### src/hdl/pvts_pkg.sv
// ----------------------------------------------------------------------------
// pvts_pkg: shared types and constants for the tetrahedral cell volume block
// Command codes, sequencer states and the fixed widths of the six-fold sum,
// the volume result and the radix-16 divide-by-six step.
// ----------------------------------------------------------------------------
package pvts_pkg;

   // Command codes carried on the input channel
   typedef enum logic [2:0] {
      CMD_CELL_CENTRE = 3'd0,
      CMD_FACE_CENTRE = 3'd1,
      CMD_FACE_NODE   = 3'd2,
      CMD_FACE_END    = 3'd3,
      CMD_CELL_END    = 3'd4
   } cmd_type;

   // Sequencer states
   typedef enum logic [2:0] {
      ST_IDLE,
      ST_MUL,
      ST_DRAIN,
      ST_ABS,
      ST_ADD,
      ST_DIV,
      ST_DONE
   } state_type;

   localparam int CMD_W  = 3;
   localparam int SUM_W  = 64;
   localparam int VOL_W  = 63;

   // Multiply schedule: six cross-product terms, then three dot-product terms
   localparam int          STEP_W    = 4;
   localparam logic [3:0]  STEP_LAST = 4'd8;

   // Divide by six, four quotient bits per cycle
   localparam int          DIV_DIGIT_BITS = 4;
   localparam int          DIV_CNT_W      = 4;
   localparam logic [3:0]  DIV_LAST       = 4'd15;
   localparam int          REM_W          = 3;
   localparam logic [3:0]  DIV_BASE       = 4'd6;

endpackage

### src/hdl/polyhedron_volume_tet_sum_top.sv
// ----------------------------------------------------------------------------
// polyhedron_volume_tet_sum_top: cell volume by tetrahedral decomposition
// Accumulates |(fc-cc) . ((p-cc) x (q-cc))| for every face edge of a cell on
// one shared signed multiplier and emits floor(sum / 6) at cell end.
//
//   channel | ports        | direction | carries
//   --------+--------------+-----------+-----------------------------------
//   req     | req_valid/   | in        | command, coord_x, coord_y, coord_z
//           | req_ready    |           |
//   rsp     | rsp_valid/   | out       | cell_volume, saturated
//           | rsp_ready    |           |
//
// Cell centre, face centre, first face node, face end without nodes and
// ignored codes are taken in the idle state. A node or face end that closes
// an edge runs accept, 9 multiplier issues, drain, absolute value and
// saturating add. Cell end runs 16 radix-16 divide steps, then waits for the
// output register to empty. Reset is synchronous, with no clearing pass.
// A held result stops the input only once a later cell end finishes dividing.
// ----------------------------------------------------------------------------
module polyhedron_volume_tet_sum_top #(
   parameter int COORD_BITS = 16
) (
   input  logic                          clock,
   input  logic                          reset,
   input  logic                          req_valid,
   output logic                          req_ready,
   input  logic [pvts_pkg::CMD_W-1:0]    req_command,
   input  logic signed [COORD_BITS-1:0]  req_coord_x,
   input  logic signed [COORD_BITS-1:0]  req_coord_y,
   input  logic signed [COORD_BITS-1:0]  req_coord_z,
   output logic                          rsp_valid,
   input  logic                          rsp_ready,
   output logic [pvts_pkg::VOL_W-1:0]    rsp_cell_volume,
   output logic                          rsp_saturated
);

   localparam int DW   = COORD_BITS + 1;   // coordinate difference
   localparam int CW   = 2 * DW;           // cross-product component
   localparam int PW   = DW + CW;          // multiplier product
   localparam int DETW = PW + 1;           // triple product

   // State and control
   pvts_pkg::state_type state_ff, state_in;
   logic [pvts_pkg::STEP_W-1:0]    step_ff, step_in;
   logic [pvts_pkg::STEP_W-1:0]    pstep_ff;
   logic                           pvld_ff;
   logic [pvts_pkg::DIV_CNT_W-1:0] div_cnt_ff, div_cnt_in;
   logic                           has_node_ff;
   logic [pvts_pkg::SUM_W-1:0]     sum_ff;
   logic                           ovf_ff;
   logic                           rsp_valid_ff, rsp_valid_in;

   // Stored points
   logic signed [COORD_BITS-1:0] cc_ff    [3];
   logic signed [COORD_BITS-1:0] fc_ff    [3];
   logic signed [COORD_BITS-1:0] first_ff [3];
   logic signed [COORD_BITS-1:0] prev_ff  [3];
   logic signed [COORD_BITS-1:0] req_pt   [3];

   // Datapath
   logic signed [DW-1:0]   a_ff [3];
   logic signed [DW-1:0]   b_ff [3];
   logic signed [DW-1:0]   d_ff [3];
   logic signed [CW-1:0]   cross_ff [3];
   logic signed [PW-1:0]   prod_ff;
   logic signed [DETW-1:0] det_ff;
   logic [pvts_pkg::SUM_W-1:0] mag_ff;
   logic [pvts_pkg::SUM_W-1:0] div_ff, div_in;
   logic [pvts_pkg::REM_W-1:0] rem_ff, rem_in;
   logic                       sat_hold_ff;
   logic [pvts_pkg::VOL_W-1:0] rsp_vol_ff;
   logic                       rsp_sat_ff;

   logic signed [DW-1:0] req_d   [3];
   logic signed [DW-1:0] fc_d    [3];
   logic signed [DW-1:0] prev_d  [3];
   logic signed [DW-1:0] first_d [3];

   logic signed [DW-1:0]   mul_a;
   logic signed [CW-1:0]   mul_b;
   logic signed [PW-1:0]   mul_p;
   logic signed [DETW-1:0] det_abs;
   logic [pvts_pkg::SUM_W:0] sum_wide;
   logic [pvts_pkg::DIV_DIGIT_BITS-1:0] div_trial;

   logic accept;
   logic start_edge;
   logic start_div;
   logic rsp_load;
   logic is_node;

   assign req_pt[0] = req_coord_x;
   assign req_pt[1] = req_coord_y;
   assign req_pt[2] = req_coord_z;

   // Differences against the cell centre
   always_comb begin
      for (int i = 0; i < 3; i++) begin
         req_d[i]   = {req_pt[i][COORD_BITS-1], req_pt[i]} -
                      {cc_ff[i][COORD_BITS-1], cc_ff[i]};
         fc_d[i]    = {fc_ff[i][COORD_BITS-1], fc_ff[i]} -
                      {cc_ff[i][COORD_BITS-1], cc_ff[i]};
         prev_d[i]  = {prev_ff[i][COORD_BITS-1], prev_ff[i]} -
                      {cc_ff[i][COORD_BITS-1], cc_ff[i]};
         first_d[i] = {first_ff[i][COORD_BITS-1], first_ff[i]} -
                      {cc_ff[i][COORD_BITS-1], cc_ff[i]};
      end
   end

   // Next state
   always_comb begin
      state_in = state_ff;
      case (state_ff)
         pvts_pkg::ST_IDLE: begin
            if (start_edge) begin
               state_in = pvts_pkg::ST_MUL;
            end else if (start_div) begin
               state_in = pvts_pkg::ST_DIV;
            end
         end
         pvts_pkg::ST_MUL: begin
            if (step_ff == pvts_pkg::STEP_LAST) begin
               state_in = pvts_pkg::ST_DRAIN;
            end
         end
         pvts_pkg::ST_DRAIN: state_in = pvts_pkg::ST_ABS;
         pvts_pkg::ST_ABS:   state_in = pvts_pkg::ST_ADD;
         pvts_pkg::ST_ADD:   state_in = pvts_pkg::ST_IDLE;
         pvts_pkg::ST_DIV: begin
            if (div_cnt_ff == pvts_pkg::DIV_LAST) begin
               state_in = pvts_pkg::ST_DONE;
            end
         end
         pvts_pkg::ST_DONE: begin
            if (rsp_load) begin
               state_in = pvts_pkg::ST_IDLE;
            end
         end
         default: state_in = pvts_pkg::ST_IDLE;
      endcase
   end

   // Control outputs of the sequencer
   always_comb begin
      req_ready  = (state_ff == pvts_pkg::ST_IDLE);
      accept     = req_valid && req_ready;
      is_node    = (req_command == pvts_pkg::CMD_FACE_NODE);
      start_edge = accept && has_node_ff &&
                   (is_node || (req_command == pvts_pkg::CMD_FACE_END));
      start_div  = accept && (req_command == pvts_pkg::CMD_CELL_END);
      rsp_load   = (state_ff == pvts_pkg::ST_DONE) && (!rsp_valid_ff || rsp_ready);
      step_in    = (state_ff == pvts_pkg::ST_MUL) ? step_ff + 1'b1 : '0;
      div_cnt_in = (state_ff == pvts_pkg::ST_DIV) ? div_cnt_ff + 1'b1 : '0;
      rsp_valid_in = rsp_load || (rsp_valid_ff && !rsp_ready);
   end

   // Select multiplier operands for the current step
   always_comb begin
      case (step_ff)
         4'd0: begin mul_a = b_ff[1]; mul_b = CW'(d_ff[2]); end
         4'd1: begin mul_a = b_ff[2]; mul_b = CW'(d_ff[1]); end
         4'd2: begin mul_a = b_ff[2]; mul_b = CW'(d_ff[0]); end
         4'd3: begin mul_a = b_ff[0]; mul_b = CW'(d_ff[2]); end
         4'd4: begin mul_a = b_ff[0]; mul_b = CW'(d_ff[1]); end
         4'd5: begin mul_a = b_ff[1]; mul_b = CW'(d_ff[0]); end
         4'd6: begin mul_a = a_ff[0]; mul_b = cross_ff[0]; end
         4'd7: begin mul_a = a_ff[1]; mul_b = cross_ff[1]; end
         4'd8: begin mul_a = a_ff[2]; mul_b = cross_ff[2]; end
         default: begin mul_a = '0; mul_b = '0; end
      endcase
      mul_p = mul_a * mul_b;
   end

   // Magnitude and saturating add
   always_comb begin
      det_abs  = det_ff[DETW-1] ? -det_ff : det_ff;
      sum_wide = {1'b0, sum_ff} + {1'b0, mag_ff};
   end

   // Four restoring divide-by-six steps per cycle
   always_comb begin
      rem_in    = rem_ff;
      div_in    = div_ff;
      div_trial = '0;
      for (int i = 0; i < pvts_pkg::DIV_DIGIT_BITS; i++) begin
         div_trial = {rem_in, div_in[pvts_pkg::SUM_W-1]};
         div_in    = {div_in[pvts_pkg::SUM_W-2:0], 1'b0};
         if (div_trial >= pvts_pkg::DIV_BASE) begin
            rem_in    = pvts_pkg::REM_W'(div_trial - pvts_pkg::DIV_BASE);
            div_in[0] = 1'b1;
         end else begin
            rem_in = div_trial[pvts_pkg::REM_W-1:0];
         end
      end
   end

   // Control and architectural state
   always_ff @(posedge clock) begin
      if (reset) begin
         state_ff     <= pvts_pkg::ST_IDLE;
         step_ff      <= '0;
         pvld_ff      <= 1'b0;
         div_cnt_ff   <= '0;
         has_node_ff  <= 1'b0;
         sum_ff       <= '0;
         ovf_ff       <= 1'b0;
         rsp_valid_ff <= 1'b0;
         for (int i = 0; i < 3; i++) begin
            cc_ff[i]    <= '0;
            fc_ff[i]    <= '0;
            first_ff[i] <= '0;
            prev_ff[i]  <= '0;
         end
      end else begin
         state_ff     <= state_in;
         step_ff      <= step_in;
         pvld_ff      <= (state_ff == pvts_pkg::ST_MUL);
         div_cnt_ff   <= div_cnt_in;
         rsp_valid_ff <= rsp_valid_in;
         // Fold one edge into the sum, sticking at all ones
         if (state_ff == pvts_pkg::ST_ADD) begin
            if (sum_wide[pvts_pkg::SUM_W]) begin
               sum_ff <= '1;
               ovf_ff <= 1'b1;
            end else begin
               sum_ff <= sum_wide[pvts_pkg::SUM_W-1:0];
            end
         end
         // Update stored points on an accepted command
         if (accept) begin
            case (req_command)
               pvts_pkg::CMD_CELL_CENTRE: cc_ff <= req_pt;
               pvts_pkg::CMD_FACE_CENTRE: begin
                  fc_ff       <= req_pt;
                  has_node_ff <= 1'b0;
               end
               pvts_pkg::CMD_FACE_NODE: begin
                  if (!has_node_ff) begin
                     first_ff <= req_pt;
                  end
                  prev_ff     <= req_pt;
                  has_node_ff <= 1'b1;
               end
               pvts_pkg::CMD_FACE_END: has_node_ff <= 1'b0;
               pvts_pkg::CMD_CELL_END: begin
                  has_node_ff <= 1'b0;
                  sum_ff      <= '0;
                  ovf_ff      <= 1'b0;
               end
               default: ;
            endcase
         end
      end
   end

   // Datapath registers
   always_ff @(posedge clock) begin
      // Load edge operands
      if (start_edge) begin
         a_ff <= fc_d;
         b_ff <= prev_d;
         d_ff <= is_node ? req_d : first_d;
      end
      // Register the product, then fold it into a cross term or the determinant
      prod_ff  <= mul_p;
      pstep_ff <= step_ff;
      if (pvld_ff) begin
         case (pstep_ff)
            4'd0: cross_ff[0] <= prod_ff[CW-1:0];
            4'd1: cross_ff[0] <= cross_ff[0] - prod_ff[CW-1:0];
            4'd2: cross_ff[1] <= prod_ff[CW-1:0];
            4'd3: cross_ff[1] <= cross_ff[1] - prod_ff[CW-1:0];
            4'd4: cross_ff[2] <= prod_ff[CW-1:0];
            4'd5: cross_ff[2] <= cross_ff[2] - prod_ff[CW-1:0];
            4'd6: det_ff <= {prod_ff[PW-1], prod_ff};
            4'd7, 4'd8: det_ff <= det_ff + {prod_ff[PW-1], prod_ff};
            default: ;
         endcase
      end
      if (state_ff == pvts_pkg::ST_ABS) begin
         mag_ff <= {{(pvts_pkg::SUM_W - DETW + 1){1'b0}}, det_abs[DETW-2:0]};
      end
      // Snapshot the sum for division and shift it left by digits
      if (start_div) begin
         div_ff      <= sum_ff;
         rem_ff      <= '0;
         sat_hold_ff <= ovf_ff;
      end else if (state_ff == pvts_pkg::ST_DIV) begin
         div_ff <= div_in;
         rem_ff <= rem_in;
      end
      if (rsp_load) begin
         rsp_vol_ff <= div_ff[pvts_pkg::VOL_W-1:0];
         rsp_sat_ff <= sat_hold_ff;
      end
   end

   assign rsp_valid       = rsp_valid_ff;
   assign rsp_cell_volume = rsp_vol_ff;
   assign rsp_saturated   = rsp_sat_ff;

   // Checks
   a_mul_to_drain: assert property (@(posedge clock) disable iff (reset)
      (state_ff == pvts_pkg::ST_MUL) && (step_ff == pvts_pkg::STEP_LAST)
      |=> (state_ff == pvts_pkg::ST_DRAIN))
      else $error("multiply schedule did not end after the last step");

   a_ovf_sticks: assert property (@(posedge clock) disable iff (reset)
      ovf_ff |-> (sum_ff == '1))
      else $error("overflow flag set without a saturated sum");

   a_abs_after_drain: assert property (@(posedge clock) disable iff (reset)
      (state_ff == pvts_pkg::ST_ABS) |-> !pvld_ff)
      else $error("product still pending when the determinant is taken");

   a_edge_starts: assert property (@(posedge clock) disable iff (reset)
      start_edge |=> (state_ff == pvts_pkg::ST_MUL) && (step_ff == '0))
      else $error("edge did not start the multiply schedule at step zero");

   a_rsp_from_done: assert property (@(posedge clock) disable iff (reset)
      $rose(rsp_valid_ff) |-> ($past(state_ff) == pvts_pkg::ST_DONE))
      else $error("result raised outside the divide completion");

endmodule

### config.mk
export PLATFORM = sky130hd
export DESIGN_NAME = polyhedron_volume_tet_sum_top
export DESIGN_NICKNAME = d
export VERILOG_FILES = /design/src/hdl/pvts_pkg.sv /design/src/hdl/polyhedron_volume_tet_sum_top.sv
export SDC_FILE = /design/constraint.sdc
export NUM_CORES = 2
export LEC_CHECK = 0
export BUFFER_PORTS_ARGS = -buffer_cell sky130_fd_sc_hd__buf_2
export CAP_MARGIN = 20
export CORE_AREA = 2 2 351 353
export DETAILED_ROUTE_END_ITERATION = 6
export DIE_AREA = 0 0 353 355
export PLACE_DENSITY_LB_ADDON = 0.12
export SKIP_CTS_REPAIR_TIMING = 1
export SLEW_MARGIN = 15
export SYNTH_ARGS = -nofsm -noshare
export SYNTH_HDL_FRONTEND = slang
export SYNTH_SLANG_ARGS = --single-unit
### constraint.sdc
create_clock -name clock -period 10.9 [get_ports clock]
set_clock_uncertainty 0.2 [all_clocks]
set_input_delay 1.09 -clock clock [delete_from_list [all_inputs] [get_ports clock]]
set_output_delay 1.09 -clock clock [all_outputs]
set_load 0.005 [all_outputs]
==> flow_metrics.env <==
export IMPL_arrival_ns=10.39
export IMPL_fin_crit_ns=9.969
export IMPL_die_width_microns=353
export IMPL_wl_per_cell_microns=21.05
export IMPL_die_y_microns=355
export IMPL_rr_worst_depth=29
export IMPL_relSlewSlack=0.2930
export IMPL_drive_gt1_frac=0.06603
export IMPL_fin_crit_sh=0.9146
export IMPL_hpwlAfterDp_mm=150.3
export IMPL_required_ns=11.32
export IMPL_status="complete, but fails checks"
export IMPL_cts_max_path_buffers=3
export IMPL_violations="design-rule violations"
export IMPL_io_pins=121
export IMPL_setup_viol=0
export IMPL_cp_end_kind="register"
export IMPL_path_clk_slew_ns=0.06
export IMPL_drcViolationCount=1
export IMPL_r2r_slack_ns=0.93
export IMPL_start_util=0.5465
export IMPL_drt_iter0_drc=3952
export IMPL_rsz0062_at_grt="false"
export IMPL_grt_max_degree=87
export IMPL_cts_root_buf="clkbuf_16"
export IMPL_cts_tree="done"
export IMPL_drtAntennaViolNets=0
export IMPL_ys_warn_count=0
export IMPL_min_path_cells=0
export IMPL_rr_startpoint="step_ff[3]$_SDFF_PP0_"
export IMPL_crit_path_max_incr_delay_ns=0.62
export IMPL_htreeDepth=3
export IMPL_r2r_end="prod_ff[50]$_DFF_P_"
export IMPL_critPathKind="register to register"
export IMPL_synth_cell_types=74
export IMPL_area_delta_synth_final_pct=8.733
export IMPL_ys_seq_elements=816
export IMPL_synthArstFlopShare=0
export IMPL_synthCells=7320
export IMPL_port_buffers=120
export IMPL_std_cell_rows=128
export IMPL_track_usage=0.3044
export IMPL_min_path_type="register to register"
export IMPL_cts_sinks=816
export IMPL_finalSetupTns_ns=0
export IMPL_cp_start_kind="register"
export IMPL_fin_nets=8416
export IMPL_maxCapViolCount=0
export IMPL_cp_buffers_inverters=6
export IMPL_min_delay_worst_endpoint="pstep_ff[1]$_DFF_P_"
export IMPL_synthFlopType="edfxtp_1"
export IMPL_wirelength_mm=190.1
export IMPL_antenna_found_initial=1
export IMPL_numCtsBuffers=92
export IMPL_viasPerCell=5.728
export IMPL_worst_slew_pin_slew_ns=1.060
export IMPL_dr_pass1_iters=7
export IMPL_hold_violations=0
export IMPL_clkLatencyLatePin_ns=0.72
export IMPL_worstHoldStart="step_ff[1]$_SDFF_PP0_"
export IMPL_cpLargestDelayFamily="compound AO/OA/AOI/OAI gates"
export IMPL_synth_edf_count=487
export IMPL_slew_violations=0
export IMPL_max_clock_freq_mhz=100.3
export IMPL_vias=51736
export IMPL_place_gp_congestion=0.9771
export IMPL_yosysSeqAreaShare=0.3197
export IMPL_grt_pass1_wl_mm=297.5
export IMPL_synth_nets=8410
export IMPL_dieArea_sq_um=125300
export IMPL_grt_ovfl_total=0
export IMPL_coreArea_sq_um=121400
export IMPL_path_common_cell="fa_1"
export IMPL_critPathSlowestCell="dfxtp_1"
export IMPL_syn_area_sq_um=66340
export IMPL_avgSynthCellArea_sq_um=9.063
export IMPL_worstPathMaxFanout=51
export IMPL_grt_pass1_vias=51990
==> worst reg2reg max path, delay by kind of cell, from the launching register on <==
| family | cells | cell delay, ns |
|---|---|---|
| DFF | 1 | 0.62 |
| AOI/OAI and AO/OA | 12 | 3.96 |
| xor gates and xnor gates | 1 | 0.13 |
| adders and majority gates | 7 | 3.35 |
| and+or+nand+nor | 3 | 0.84 |
| buffers and inverters | 6 | 0.76 |
==> cell families after synthesis <==
| kind of cell | synth area share |
|---|---|
| AO/OA/AOI/OAI | 0.1479 |
| XOR/XNOR | 0.04502 |
| adder cells (fa/ha/maj) | 0.2591 |
| buffers and inverters | 0.06490 |
| flip-flops | 0.3197 |
| multiplexers | 0.009676 |
| AND/OR/NAND/NOR | 0.1536 |
==> metrics by stage <==
step,util,hold WS [ns],cell area [sq um],setup slack [ns],std cells
floorplan,-,0.1290,66340,1.843,7320
global placement,0.5670,0.1996,68830,0.8484,8855
detailed placement,0.5674,0.2014,68890,0.7633,8857
CTS,0.5940,0.2314,72110,0.6985,9031
global route,0.5942,0.2405,72130,0.2459,9032
finish,0.5942,0.2239,72130,0.9310,9032
==> per-layer routing <==
metal	global-route usage	wire [microns]	share of wire
met1	0.3827	77910	0.41
met2	0.5183	92020	0.48
met3	0.04097	9416	0.050
met4	0.1500	10790	0.057
met5	0	0	0
==> cells in the final DEF (no fill, tap or decap), types with 30 or more instances in the layout <==
| cell type | instances |
|---|---|
| nand2_1 | 1161 |
| inv_1 | 853 |
| nor2_1 | 648 |
| fa_1 | 565 |
| a21oi_1 | 494 |
| edfxtp_1 | 487 |
| ha_1 | 470 |
| o21ai_0 | 368 |
| dfxtp_1 | 329 |
| xnor2_1 | 227 |
| a21o_1 | 143 |
| buf_2 | 119 |
| xor2_1 | 114 |
| clkbuf_16 | 98 |
| nor3_1 | 91 |
| nand3_1 | 82 |
| buf_4 | 80 |
| a31oi_1 | 78 |
| nand2b_1 | 74 |
| a21boi_0 | 56 |
| nor2b_1 | 55 |
| nand4_1 | 51 |
| a221o_1 | 50 |
| mux2_2 | 49 |
| o21bai_1 | 41 |
| a211oi_1 | 40 |
| o31ai_1 | 38 |
| o21a_1 | 33 |
| or3_1 | 30 |
==> Yosys cell counts (51+ instances only) <==
cell type  instances  area, sq um
a31oi_1           78        488.0
ha_1             470         5881
edfxtp_1         487        14620
fa_1             565        11310
nor2b_1           56        350.3
o21ai_0          368         1842
a21o_1           144         1081
clkbuf_1         279         1047
xor2_1           114        998.5
nand2b_1          76        475.5
a21boi_0          56        420.4
a21oi_1          499         2497
nand4_1           51        319.1
nand3_1           82        410.4
nor2_1           651         2444
nor3_1            95        475.5
dfxtp_1          329         6586
inv_1            854         3206
nand2_1         1167         4380
xnor2_1          227         1988
==> layout make-up <==
class / count / area (sq um)
Inverter: 854 / 3206
Antenna cell: 1 / 2.502
Clock inverter: 45 / 535.5
Multi-Input combinational cell: 5360 / 41190
Clock buffer: 129 / 2693
Sequential cell: 816 / 21210
Timing Repair Buffer: 202 / 1262
Tap cell: 1625 / 2033
Fill cell: 10921 / 49260
==> flip-flops by register name, indices dropped and copies added, names as in the netlist, 48 cells and up <==
signal / count
cross_ff: 102
first_ff: 48
rsp_cell_volume: 63
fc_ff: 48
cc_ff: 48
det_ff: 52
a_ff: 51
prod_ff: 51
mag_ff: 51
div_ff: 64
b_ff: 51
sum_ff: 64
prev_ff: 48
d_ff: 51
==> how the worst max path moves through the flow <==
stage | slack, ns | from | cells past startpoint | endpoint
finish | 0.93 | step_ff[3]$_SDFF_PP0_ | 29 | prod_ff[50]$_DFF_P_
global route | 0.25 | step_ff[3]$_SDFF_PP0_ | 29 | prod_ff[50]$_DFF_P_
CTS | 0.70 | step_ff[3]$_SDFF_PP0_ | 29 | prod_ff[50]$_DFF_P_
detailed placement | 0.76 | step_ff[3]$_SDFF_PP0_ | 29 | prod_ff[50]$_DFF_P_
global placement | 0.85 | step_ff[3]$_SDFF_PP0_ | 28 | prod_ff[50]$_DFF_P_
floorplan | 1.84 | step_ff[0]$_SDFF_PP0_ | 33 | prod_ff[50]$_DFF_P_
Power is not shown: default switching activity piles up to over one toggle a cycle in this logic, so the estimate is an artifact.
